--- src/ftsh_pkg.sv ---
// Package for the fiducial target selector: field widths, reason codes, item kinds,
// the queued item struct, and table lookup helpers. No dependencies.
`default_nettype none
package ftsh_pkg;
  localparam int MarkerSlots = 4;
  localparam int MaxDetections = 256;
  localparam int CntW = $clog2(MaxDetections + 1);
  localparam int EntryW = 59;

  localparam logic [1:0] KIND_DET = 2'd0;
  localparam logic [1:0] KIND_LAST = 2'd1;
  localparam logic [1:0] KIND_END = 2'd2;
  localparam logic [1:0] KIND_CLEAR = 2'd3;

  localparam logic [3:0] R_NONE = 4'd0;
  localparam logic [3:0] R_ACQUIRE = 4'd1;
  localparam logic [3:0] R_HOLD = 4'd2;
  localparam logic [3:0] R_MISSING = 4'd3;
  localparam logic [3:0] R_CLEARED = 4'd4;
  localparam logic [3:0] R_AREA_LOW = 4'd5;
  localparam logic [3:0] R_NEAR_BORDER = 4'd6;
  localparam logic [3:0] R_STABILIZING = 4'd7;
  localparam logic [3:0] R_SWITCH = 4'd8;

  localparam logic [2:0] REG_ENTRY_0 = 3'd0;
  localparam logic [2:0] REG_ENTRY_1 = 3'd1;
  localparam logic [2:0] REG_ENTRY_2 = 3'd2;
  localparam logic [2:0] REG_ENTRY_3 = 3'd3;
  localparam logic [2:0] REG_HOLD = 3'd4;
  localparam logic [2:0] REG_BORDER = 3'd5;
  localparam logic [2:0] REG_SWITCH = 3'd6;
  localparam logic [2:0] REG_GRACE = 3'd7;

  typedef struct packed {
    logic [1:0] kind;
    logic [9:0] id;
    logic [23:0] area;
    logic [15:0] border;
    logic [7:0] index;
  } item_t;

  typedef struct packed {
    logic hit;
    logic [15:0] len;
    logic [7:0] prio;
    logic [23:0] min_area;
  } entry_t;

  typedef struct packed {
    logic v;
    logic [9:0] id;
    logic [23:0] area;
    logic [15:0] border;
    logic [7:0] index;
  } hit_t;

  function automatic entry_t lookup(input logic [MarkerSlots*EntryW-1:0] tbl,
                                    input logic [9:0] id);
    entry_t e;
    logic [EntryW-1:0] w;
    e = '0;
    for (int s = MarkerSlots - 1; s >= 0; s--) begin
      w = tbl[s*EntryW +: EntryW];
      if (w[0] && w[10:1] == id) begin
        e.hit = 1'b1;
        e.len = w[26:11];
        e.prio = w[34:27];
        e.min_area = w[58:35];
      end
    end
    return e;
  endfunction

  function automatic logic better(input hit_t a, input entry_t ea,
                                  input hit_t b, input entry_t eb);
    if (ea.len != eb.len) return ea.len > eb.len;
    if (ea.prio != eb.prio) return ea.prio < eb.prio;
    if (a.area != b.area) return a.area > b.area;
    if (a.id != b.id) return a.id < b.id;
    return a.index < b.index;
  endfunction
endpackage
`default_nettype wire

--- src/ftsh_queue.sv ---
// Two-entry queue between the front (accept) and back (selection) parts.
// Depends on ftsh_pkg.
`default_nettype none
module ftsh_queue (
  input  wire logic           clk,
  input  wire logic           rst,
  input  wire logic           wr,
  input  wire ftsh_pkg::item_t wdata,
  output logic                full,
  input  wire logic           rd,
  output logic                nonempty,
  output ftsh_pkg::item_t     rdata
);
  ftsh_pkg::item_t mem [2];
  logic wp, rp;
  logic [1:0] cnt;

  assign full = cnt == 2'd2;
  assign nonempty = cnt != 2'd0;
  assign rdata = mem[rp];

  always_ff @(posedge clk) begin
    if (wr) mem[wp] <= wdata;
    if (rst) begin
      wp <= 1'b0;
      rp <= 1'b0;
      cnt <= 2'd0;
    end else begin
      if (wr) wp <= ~wp;
      if (rd) rp <= ~rp;
      cnt <= cnt + {1'b0, wr} - {1'b0, rd};
    end
  end
endmodule
`default_nettype wire

--- src/ftsh_back.sv ---
// Back part: running bests per detection and the frame-end hysteresis decision.
// Depends on ftsh_pkg.
`default_nettype none
module ftsh_back (
  input  wire logic                  clk,
  input  wire logic                  rst,
  input  wire logic [ftsh_pkg::MarkerSlots*ftsh_pkg::EntryW-1:0] tbl,
  input  wire logic [8:0]            hold_ratio,
  input  wire logic [15:0]           border_margin,
  input  wire logic [7:0]            switch_frames,
  input  wire logic [7:0]            grace_frames,
  input  wire logic                  in_valid,
  input  wire ftsh_pkg::item_t       item,
  output logic                       in_take,
  output logic                       out_valid,
  input  wire logic                  out_stall,
  output ftsh_pkg::hit_t             o_sel,
  output logic                       o_act_v,
  output logic [9:0]                 o_act_id,
  output logic                       o_ch_v,
  output logic [9:0]                 o_ch_id,
  output logic [7:0]                 o_ch_n,
  output logic [3:0]                 o_reason,
  output logic                       o_changed
);
  logic act_f, ch_f;
  logic [9:0] act_m, ch_m;
  logic [8:0] miss;
  logic [7:0] ch_n;
  ftsh_pkg::hit_t ba, bo;
  logic [ftsh_pkg::CntW-1:0] fcnt;

  logic act_f_n, ch_f_n, changed;
  logic [9:0] act_m_n, ch_m_n;
  logic [8:0] miss_n;
  logic [7:0] ch_n_n;
  ftsh_pkg::hit_t ba_n, bo_n, h, sel, act, chal;
  ftsh_pkg::entry_t e, eba, ebo, ea, ec;
  logic [3:0] reason, degraded;
  logic single, fin, done;
  logic [9:0] single_id;
  logic [2:0] nvalid;
  logic [32:0] lhs, rhs;

  // an item completes when no result is pending or the pending one leaves
  assign in_take = in_valid && (!out_valid || !out_stall);

  always_comb begin
    nvalid = '0;
    single_id = '0;
    for (int s = 0; s < ftsh_pkg::MarkerSlots; s++)
      if (tbl[s*ftsh_pkg::EntryW]) begin
        nvalid = nvalid + 3'd1;
        single_id = tbl[s*ftsh_pkg::EntryW + 1 +: 10];
      end
    single = nvalid == 3'd1;

    h.v = 1'b1;
    h.id = item.id;
    h.area = item.area;
    h.border = item.border;
    h.index = item.index;
    e = ftsh_pkg::lookup(tbl, item.id);
    eba = ftsh_pkg::lookup(tbl, ba.id);
    ebo = ftsh_pkg::lookup(tbl, bo.id);
    ba_n = ba;
    bo_n = bo;
    if ((item.kind == ftsh_pkg::KIND_DET || item.kind == ftsh_pkg::KIND_LAST) &&
        fcnt < ftsh_pkg::CntW'(ftsh_pkg::MaxDetections) && item.area != '0 && e.hit) begin
      if (single) begin
        if (item.id == single_id && (!ba.v || !eba.hit || ftsh_pkg::better(h, e, ba, eba)))
          ba_n = h;
      end else if (act_f && item.id == act_m) begin
        if (!ba.v || !eba.hit || ftsh_pkg::better(h, e, ba, eba)) ba_n = h;
      end else if (item.area >= e.min_area && item.border >= border_margin) begin
        if (!bo.v || !ebo.hit || ftsh_pkg::better(h, e, bo, ebo)) bo_n = h;
      end
    end

    // frame-end decision on the updated bests
    act_f_n = act_f; act_m_n = act_m; miss_n = miss;
    ch_f_n = ch_f; ch_m_n = ch_m; ch_n_n = ch_n;
    sel = '0; reason = ftsh_pkg::R_NONE; changed = 1'b0; done = 1'b0;
    degraded = ftsh_pkg::R_MISSING;
    act = ba_n; chal = bo_n;
    ea = ftsh_pkg::lookup(tbl, act_m);
    ec = ftsh_pkg::lookup(tbl, bo_n.id);
    lhs = {1'b0, act.area, 8'd0};
    rhs = 33'(ea.min_area) * 33'(hold_ratio);
    if (single) begin
      done = 1'b1;
      ch_f_n = 1'b0; ch_m_n = '0; ch_n_n = '0;
      if (act.v) begin
        changed = !act_f || act_m != single_id;
        sel = act; sel.id = single_id;
        act_f_n = 1'b1; act_m_n = single_id; miss_n = '0;
        reason = changed ? ftsh_pkg::R_ACQUIRE : ftsh_pkg::R_HOLD;
      end else if (act_f) begin
        if (miss != 9'd511) miss_n = miss + 9'd1;
        if (miss_n > {1'b0, grace_frames}) begin
          act_f_n = 1'b0; act_m_n = '0; miss_n = '0;
          reason = ftsh_pkg::R_CLEARED; changed = 1'b1;
        end else reason = ftsh_pkg::R_MISSING;
      end
    end else if (!act_f) begin
      done = 1'b1;
      ch_f_n = 1'b0; ch_m_n = '0; ch_n_n = '0;
      if (chal.v && ec.hit) begin
        act_f_n = 1'b1; act_m_n = chal.id; miss_n = '0;
        sel = chal; reason = ftsh_pkg::R_ACQUIRE; changed = 1'b1;
      end
    end else begin
      if (act.v && !ea.hit) act.v = 1'b0;
      act.id = act_m;
      if (chal.v && !ec.hit) chal.v = 1'b0;
      if (!act.v) begin
        if (miss != 9'd511) miss_n = miss + 9'd1;
      end else begin
        miss_n = '0;
        if (lhs < rhs) degraded = ftsh_pkg::R_AREA_LOW;
        else if (act.border <= border_margin) degraded = ftsh_pkg::R_NEAR_BORDER;
        else if (!chal.v || ec.len <= ea.len) begin
          done = 1'b1;
          ch_f_n = 1'b0; ch_m_n = '0; ch_n_n = '0;
          sel = act; reason = ftsh_pkg::R_HOLD;
        end
      end
      if (!done) begin
        if (chal.v) begin
          if (ch_f && ch_m == chal.id) begin
            if (ch_n != 8'd255) ch_n_n = ch_n + 8'd1;
          end else begin
            ch_f_n = 1'b1; ch_m_n = chal.id; ch_n_n = 8'd1;
          end
          if (ch_n_n >= switch_frames) begin
            act_m_n = chal.id; miss_n = '0;
            ch_f_n = 1'b0; ch_m_n = '0; ch_n_n = '0;
            sel = chal; reason = ftsh_pkg::R_SWITCH; changed = 1'b1;
          end else begin
            sel = act; reason = ftsh_pkg::R_STABILIZING;
          end
        end else begin
          ch_f_n = 1'b0; ch_m_n = '0; ch_n_n = '0;
          if (!act.v && miss_n > {1'b0, grace_frames}) begin
            act_f_n = 1'b0; act_m_n = '0; miss_n = '0;
            reason = ftsh_pkg::R_CLEARED; changed = 1'b1;
          end else begin
            sel = act; reason = degraded;
          end
        end
      end
    end
    if (!sel.v) sel = '0;
    fin = item.kind == ftsh_pkg::KIND_LAST || item.kind == ftsh_pkg::KIND_END;
  end

  always_ff @(posedge clk) begin
    if (rst) begin
      act_f <= 1'b0; act_m <= '0; miss <= '0;
      ch_f <= 1'b0; ch_m <= '0; ch_n <= '0;
      ba <= '0; bo <= '0; fcnt <= '0;
      out_valid <= 1'b0;
    end else begin
      if (in_take && fin) out_valid <= 1'b1;
      else if (!out_stall) out_valid <= 1'b0;
      if (in_take) begin
        if (item.kind == ftsh_pkg::KIND_CLEAR) begin
          act_f <= 1'b0; act_m <= '0; miss <= '0;
          ch_f <= 1'b0; ch_m <= '0; ch_n <= '0;
          ba <= '0; bo <= '0; fcnt <= '0;
        end else if (item.kind == ftsh_pkg::KIND_DET) begin
          ba <= ba_n; bo <= bo_n;
          if (fcnt < ftsh_pkg::CntW'(ftsh_pkg::MaxDetections)) fcnt <= fcnt + 1'b1;
        end else begin
          act_f <= act_f_n; act_m <= act_m_n; miss <= miss_n;
          ch_f <= ch_f_n; ch_m <= ch_m_n; ch_n <= ch_n_n;
          ba <= '0; bo <= '0; fcnt <= '0;
        end
      end
    end
  end

  always_ff @(posedge clk) begin
    if (in_take && fin) begin
      o_sel <= sel;
      o_act_v <= act_f_n;
      o_act_id <= act_f_n ? act_m_n : 10'd0;
      o_ch_v <= ch_f_n;
      o_ch_id <= ch_f_n ? ch_m_n : 10'd0;
      o_ch_n <= ch_n_n;
      o_reason <= reason;
      o_changed <= changed;
    end
  end
endmodule
`default_nettype wire

--- src/fiducial_target_selector_hysteresis_top.sv ---
// Fiducial target selector top: config registers, front queue, back selector.
// A frame-end beat is accepted into the queue, taken from it by the back part, and its
// result is registered as the back part takes it. Throughput: one item per cycle; the back
// part takes one a cycle while its result register is free or draining. Synchronous
// active-high reset clears state and loads register defaults.
// Depends on ftsh_pkg, ftsh_queue, ftsh_back.
`default_nettype none
module fiducial_target_selector_hysteresis_top (
  input  wire logic        clk,
  input  wire logic        rst,
  input  wire logic        cfg_we,
  input  wire logic [2:0]  cfg_index,
  input  wire logic [58:0] cfg_data,
  input  wire logic        in_valid,
  output logic             in_stall,
  input  wire logic [1:0]  kind,
  input  wire logic [9:0]  marker_id,
  input  wire logic [23:0] corner_area,
  input  wire logic [15:0] border_distance,
  input  wire logic [7:0]  det_index,
  output logic             out_valid,
  input  wire logic        out_stall,
  output logic             selected_valid,
  output logic [9:0]       selected_id,
  output logic [23:0]      selected_area,
  output logic [15:0]      selected_border,
  output logic [7:0]       selected_index,
  output logic             active_valid,
  output logic [9:0]       active_marker_id,
  output logic             challenger_valid,
  output logic [9:0]       challenger_id,
  output logic [7:0]       challenger_frames,
  output logic [3:0]       reason,
  output logic             target_changed
);
  logic [ftsh_pkg::MarkerSlots*ftsh_pkg::EntryW-1:0] tbl;
  logic [8:0] hold_ratio;
  logic [15:0] border_margin;
  logic [7:0] switch_frames, grace_frames;

  always_ff @(posedge clk) begin
    if (rst) begin
      tbl <= '0;
      hold_ratio <= 9'd256;
      border_margin <= '0;
      switch_frames <= 8'd1;
      grace_frames <= '0;
    end else if (cfg_we) begin
      case (cfg_index)
        ftsh_pkg::REG_ENTRY_0, ftsh_pkg::REG_ENTRY_1, ftsh_pkg::REG_ENTRY_2,
        ftsh_pkg::REG_ENTRY_3: begin
          tbl[cfg_index[1:0]*ftsh_pkg::EntryW +: ftsh_pkg::EntryW] <= cfg_data;
        end
        ftsh_pkg::REG_HOLD: hold_ratio <= cfg_data[8:0];
        ftsh_pkg::REG_BORDER: border_margin <= cfg_data[15:0];
        ftsh_pkg::REG_SWITCH: switch_frames <= cfg_data[7:0];
        ftsh_pkg::REG_GRACE: grace_frames <= cfg_data[7:0];
        default: ;
      endcase
    end
  end

  ftsh_pkg::item_t wdata, rdata;
  logic full, nonempty, take;
  ftsh_pkg::hit_t sel;

  assign wdata = '{kind: kind, id: marker_id, area: corner_area,
                   border: border_distance, index: det_index};
  assign in_stall = full;

  ftsh_queue u_queue (
    .clk(clk), .rst(rst), .wr(in_valid && !full), .wdata(wdata), .full(full),
    .rd(take), .nonempty(nonempty), .rdata(rdata)
  );

  ftsh_back u_back (
    .clk(clk), .rst(rst), .tbl(tbl), .hold_ratio(hold_ratio),
    .border_margin(border_margin), .switch_frames(switch_frames),
    .grace_frames(grace_frames), .in_valid(nonempty), .item(rdata), .in_take(take),
    .out_valid(out_valid), .out_stall(out_stall), .o_sel(sel),
    .o_act_v(active_valid), .o_act_id(active_marker_id), .o_ch_v(challenger_valid),
    .o_ch_id(challenger_id), .o_ch_n(challenger_frames), .o_reason(reason),
    .o_changed(target_changed)
  );

  assign selected_valid = sel.v;
  assign selected_id = sel.id;
  assign selected_area = sel.area;
  assign selected_border = sel.border;
  assign selected_index = sel.index;

  a_hold: assert property (@(posedge clk) disable iff (rst)
    out_valid && out_stall |=> out_valid && $stable(reason)) else $error("result lost");
  a_sel: assert property (@(posedge clk) disable iff (rst)
    out_valid && !selected_valid |-> selected_id == 10'd0) else $error("stale id");
  a_chg: assert property (@(posedge clk) disable iff (rst)
    out_valid && target_changed |-> reason == ftsh_pkg::R_ACQUIRE ||
    reason == ftsh_pkg::R_SWITCH || reason == ftsh_pkg::R_CLEARED) else $error("bad change");
endmodule
`default_nettype wire

--- config.mk ---
export PLATFORM = sky130hd
export DESIGN_NAME = fiducial_target_selector_hysteresis_top
export DESIGN_NICKNAME = d
export VERILOG_FILES = /design/src/ftsh_pkg.sv /design/src/ftsh_queue.sv /design/src/ftsh_back.sv /design/src/fiducial_target_selector_hysteresis_top.sv
export SDC_FILE = /design/constraint.sdc
export NUM_CORES = 2
export LEC_CHECK = 0
export BUFFER_PORTS_ARGS = -buffer_cell sky130_fd_sc_hd__buf_2
export CAP_MARGIN = 20
export CORE_MARGIN = 2
export CORE_UTILIZATION = 55
export DETAILED_ROUTE_END_ITERATION = 12
export PLACE_DENSITY = 0.73
export SYNTH_ARGS = -nofsm -noshare
export SYNTH_HDL_FRONTEND = slang
export SYNTH_SLANG_ARGS = --single-unit
--- constraint.sdc ---
create_clock -name clk -period 29.3 [get_ports clk]
set_input_delay 5.86 -clock clk [delete_from_list [all_inputs] [get_ports clk]]
set_output_delay 5.86 -clock clk [all_outputs]
set_load 0.05 [all_outputs]
Word level (Yosys, flattened, before mapping)
Memory sizes are Yosys's and may differ from the RTL's. A register that Yosys moved wholly into a read port is not among the register bits.
Cells that the tools add are included.
- register bits: 542
- bits in writable memories: 120
- input port bits: 127
- output and inout port bits: 96
- memories kept: 1
- memory list (memory ; words ; width ; read ports ; clocked after memory_dff ; write ports ; RTL line ; source):
    u_queue.mem ; 2 ; 60 ; 1 ; 1 ; 1 ; ftsh_queue.sv:14 ; ftsh_pkg::item_t mem [2];
- add/subtract/negate cells: 9
- $mul: 2
- magnitude comparators: 19
- equality and inequality tests: 54
- shifts and indexed selects: 2
- muxes and demuxes: 278
- bitwise operators: 2
- reductions and logical operators: 71
- operators with widths (kind ; count):
    two-way mux 59 bit ; 27
    two-way mux 49 bit ; 20
    two-way mux 10 bit ; 28
    bitwise mux 236 bit ; 1
    variable shift 59 x 34 -> 236 bit, first input constant ; 1
    indexed part select 59 x 34 -> 236 bit ; 1
    equality test 10 bit ; 23
    two-way mux 9 bit ; 22
    two-way mux 1 bit ; 143
    two-way mux 8 bit ; 17
    two-way mux 4 bit ; 13
    > comparator 24 bit ; 2
    != test 24 bit ; 2
    logical AND 1 bit ; 34
    negation 8 -> 34 bit ; 1
    less-than comparator 32 x 33 -> 1 bit ; 1
    multiplier 24 x 9 -> 33 bit ; 1
    > comparator 16 bit ; 2
    less-or-equal comparator 16 bit ; 2
    less-than comparator 8 bit ; 4
    != test 16 bit ; 2
    != test 10 bit ; 3
    >= comparator 24 bit ; 1
    nonzero test 24 bit ; 1
    39 further kinds ; 85

Longest topological paths before layout
- depth in word-level cells: 75
- gate-level depth with buffers: 64
- mapped depth without buffers: 57

Modules after synthesis
Synthesis repeated with hierarchy kept, for this count alone.
- cell total of the unflattened synthesis: 5359
- area total of the unflattened synthesis: 46995.1 um2
- modules (own cells, without submodules) (module ; instances ; cells each ; area each (um2) ; sequential area each (um2)):
    ftsh_back ; 1 ; 4159 ; 32459.9 ; 6165.9
    fiducial_target_selector_hysteresis_top ; 1 ; 992 ; 9680.5 ; 5545.3
    ftsh_queue ; 1 ; 208 ; 4854.7 ; 3703.6

Worst setup path before layout
No wires, ideal clock.
- path kind: register to register
- start: reg u_back.act_m[3]
- end: reg u_back.o_sel[42] (netlist bit) (data pin)
- library setup time: 271 ps
- data arrival time: 11753 ps
- required time: 29029 ps
- setup slack: 17276 ps
- stages on the path, launching flop included: 63
- path buffers: 7
- clock period less this slack: 12024 ps
- path through: dfxtp_1 -> clkbuf_1 -> xnor2_1 -> nand4_1 -> or3_1 -> clkbuf_1 -> buf_1 -> buf_1 -> mux2i_1 -> nor3_1 -> a21oi_1 -> a21oi_1 -> nand2_1 -> fa_1 -> inv_1 -> fa_1 -> inv_1 -> fa_1 -> [... 27 more ...] -> inv_1 -> ha_1 -> nand2b_1 -> a21o_1 -> a21o_1 -> a21o_1 -> a21oi_1 -> nor2b_1 -> o21ai_0 -> nand2b_1 -> a21oi_1 -> and2_1 -> nor2_1 -> a21oi_2 -> o21bai_1 -> buf_4 -> buf_4 -> o22ai_1
- longest elaborated chain between the ends: 34
- elaborated cells on any way between the ends: 86
- those cells by class: 1 x mul; 5 x order compare; 10 x eq/ne; 51 x mux; 19 x reduce/logical
- ends and longest elaborated chain (what ; RTL line ; source):
    start: declaration ; ftsh_back.sv:27 ; logic [9:0] act_m, ch_m;
    start signal: assignment ; ftsh_back.sv:175 ; act_f <= act_f_n; act_m <= act_m_n; miss <= miss_n;
    parallel branches: the longest is 33 deep, another holds multiplier 24 x 9 -> 33 bit ; n/a ;
    two-way mux 59 bit * ; ftsh_back.sv:90 ; if (single) begin
    end signal: assignment ; ftsh_back.sv:185 ; o_sel <= sel;
    end: declaration ; ftsh_back.sv:17 ; output ftsh_pkg::hit_t o_sel,
Mark *: on every way between the ends. The select of a mux whose other input is x is not followed.
A chain may end at the register's enable or synchronous reset.

Final worst setup path
- start: reg u_back.act_m[6]
- end: reg u_back.o_sel[5] (netlist bit) (data pin)
The elaborated chain is that of the path after synthesis.

==> metrics.txt <==
most used flip-flop cell after synthesis dfxtp_1; crit share post-route around 53%; CP Capture Type register; Power Dens Cells 55.6 nW/um^2; area delta synth->final 9.23%; Clock Latency Late Sink roughly 680 ps; share of cells above drive strength 1 a little under an eighth; maxcap violations 0; Filler cells 7514; vias 43400; largest net degree at the start of global routing between 100 and 150; Die W slightly below 300 um; Avg Vias per Cell 6.45; Seq/Total Area, Yosys between 30% and 40%; root buffer cell clkbuf_16; DRT Pass-1 Iters 6; Mapped Nets roughly 6200; Slowest Stage Delay on Critical Path 780 ps; Sw Pwr approximately 1.0 mW; Post-synth EDFFs approximately 210; cts bufs inserted 76; Mapped Cells around 5600; total power draw 2.87 mW; Slew headroom 24.5%; Clk pin slew, worst setup/hold paths roughly 60 ps; status finished, final reports clean; endpoints failing setup 0; io pins 223; post-route ant nets 0; total grt overflow 0; Final Instance Area about 52000 um^2; Num Clock Sinks between 600 and 700; Crit Path Class reg2reg; Placeable Area 85100 um^2; final WL between 150 and 200 mm; die height just under 300 um; WP data required between 20000 and 30000 ps; final worst slack 13830 ps; crit path max-delay cell type a21oi_1; die area between 80000 and 90000 um^2; Reg power frac roughly two fifths; Post-route DRC 0; H-tree depth 3; warnings from Yosys 0; DR WL met2 71.6 mm; cell mode on critical path a21oi_1; Tmin final about 15000 ps; Clock Skews a little under 40 ps; startpoint types register; Final nets around 6000; Max IR drop VDD just over 0.08 mV; hold crit path type reg2reg; CTS tree built; DP Area between 40000 and 50000 um^2; Clock Path Buffers 3; Site Rows around 110; first-pass GRT wire length 252 mm; Setup TNS 0 ps; Netlist Area Pre-Place 47200 um^2; pre-CTS WS ~14000 ps; Post-DP HPWL 117 mm; initial antenna violation count 20; RePlAce Congestion between 1 and 1.5; Clock Power Share about 35%; RSZ-0062 raised after global routing no; Max Slew Vio Count 0; combinational share of power about 27%; cts hold-fix bufs 0; top layer used by detailed routing met5; Net Sw Frac about 37%; Internal 1.82 mW; Max Clock Freq 64.7 MHz; final hold vios 0; M1 WL approximately 67 mm; Port Buffer Count roughly 220; post-CTS sizing 0; placed cells between 6000 and 7000; WL/cell roughly 25 um; post-synthesis cell type count 90; non-filler cells, final just under 7000; Critical Path Fanout Max 48; Starting Density a little under three fifths; worst path arrival time 15810 ps; post-CTS setup buffer count 0; Leak Pwr between 15 and 20 nW; vias in the first global route approximately 40000; Iter 0 DRT Violations approximately 5600; metal3 WL roughly 20 mm; Yosys reg bits between 600 and 700; Global Route Usage Sum a little under two fifths; asr flop ratio synth 0%; Mean Syn Cell Area about 8.5 um^2; worst slew pin tran approximately 1100 ps
[layer usage]
metal / track usage, % / vias to the layer above
met1: 50.4 / 20900
met2: 54.8 / 2574
met3: 9.18 / 503
met4: 18.0 / 18
met5: 0 / -
li1: - / 19400
[cells by family (layout without fill, tap and decap cells)]
kind of cell | after synthesis | count (layout) | share of synthesized area (%)
compound gates | 1273 | 1273 | 16.8
xor+xnor | 242 | 242 | 4.49
fa+ha+maj | 474 | 474 | 15.0
buf+inv | 792 | 826 | 6.41
flops | 663 | 663 | 32.6
mux | 304 | 304 | 7.11
other cells | 0 | 7 | 0
simple gates | 1804 | 1804 | 17.5
[per-stage QoR]
step / util, % / hold slack [ps]
finish: 60.6 / 456
global placement: 57.6 / 443
floorplan: - / 436
CTS: 60.6 / 458
detailed placement: 57.6 / 451
global route: 60.6 / 468
[sequential cells by signal (all words and copies together), names as in the netlist, 9 cells and up, named ones only]
name / cells
tbl: 236
u_queue.mem: 120
u_back.ba: 59
u_back.bo: 59
u_back.o_sel: 59
border_margin: 16
u_back.act_m: 10
u_back.ch_m: 10
u_back.o_act_id: 10
u_back.o_ch_id: 10
hold_ratio: 9
u_back.fcnt: 9
u_back.miss: 9
[power by group through the flow]
stage                     sequential [mW]  combinational (mW)  clock (mW)
after CTS                            1.09               0.765       0.997
after detailed placement             1.11               0.761           0
after floorplan                      1.21               0.384           0
final                                1.09               0.781       0.993
after global routing                 1.10               0.825        1.03
after global placement               1.11               0.750           0
[synthesized netlist by cell type (55+ instances only)]
cell / count / area share, %
a21o_1: 63 / 1.0
a21oi_1: 549 / 5.8
a22oi_1: 125 / 2.0
and2_1: 84 / 1.1
clkbuf_1: 348 / 2.8
dfxtp_1: 449 / 19
edfxtp_1: 214 / 14
fa_1: 155 / 6.6
ha_1: 319 / 8.5
inv_1: 381 / 3.0
mux2_2: 173 / 4.1
mux2i_1: 121 / 2.6
nand2_1: 613 / 4.9
nand3_1: 296 / 3.1
nand4_1: 97 / 1.3
nor2_1: 449 / 3.6
nor3_1: 82 / 0.87
o21ai_0: 162 / 1.7
o22ai_1: 55 / 0.73
xnor2_1: 187 / 3.5
xor2_1: 55 / 1.0
[critical path, delay by kind of cell (launching register included)]
| family | cells | cell delay [ps] |
|---|---|---|
| fa+ha+maj | 7 | 2520 |
| buf+inv | 6 | 1090 |
| simple gates | 17 | 3940 |
| xor+xnor | 2 | 470 |
| compound gates | 26 | 6250 |
| flops | 1 | 760 |
[path summary, 6_finish.rpt]
check | endpoint | start | cells after the start | slack (ps)
max | u_back.o_sel[5] | u_back.act_m[6] | 58 | 13830
max reg2reg | u_back.o_sel[5] | u_back.act_m[6] | 58 | 13830
min | border_margin[3] | border_margin[3] | 2 | 460
min reg2reg | border_margin[3] | border_margin[3] | 2 | 460
[final cells by class]
class / instances / area, um^2 / share of cell area (%)
multi-input combinational: 4097 / 29000 / 56.2
sequential: 663 / 15400 / 29.9
clock buffer: 97 / 2060 / 4.00
timing repair buffer: 304 / 1730 / 3.36
inverter: 383 / 1440 / 2.79
tap: 1144 / 1430 / 2.78
clock inverter: 42 / 469 / 0.910
antenna: 7 / 17.5 / 0.0340
[cells in the final DEF (no fill, tap or decap), drive strengths merged, types with 63 or more instances in the layout]
master	count
nand2	613
xnor2	187
mux2	174
mux2i	130
edfxtp	214
fa	155
and2	84
nand4	98
buf	304
a21o	63
ha	319
a22oi	125
clkbuf	97
dfxtp	449
nand3	296
a21oi	551
o21ai	182
inv	387
nor3	83
nor2	449
No activity file was read; power rests on OpenSTA's default activity.
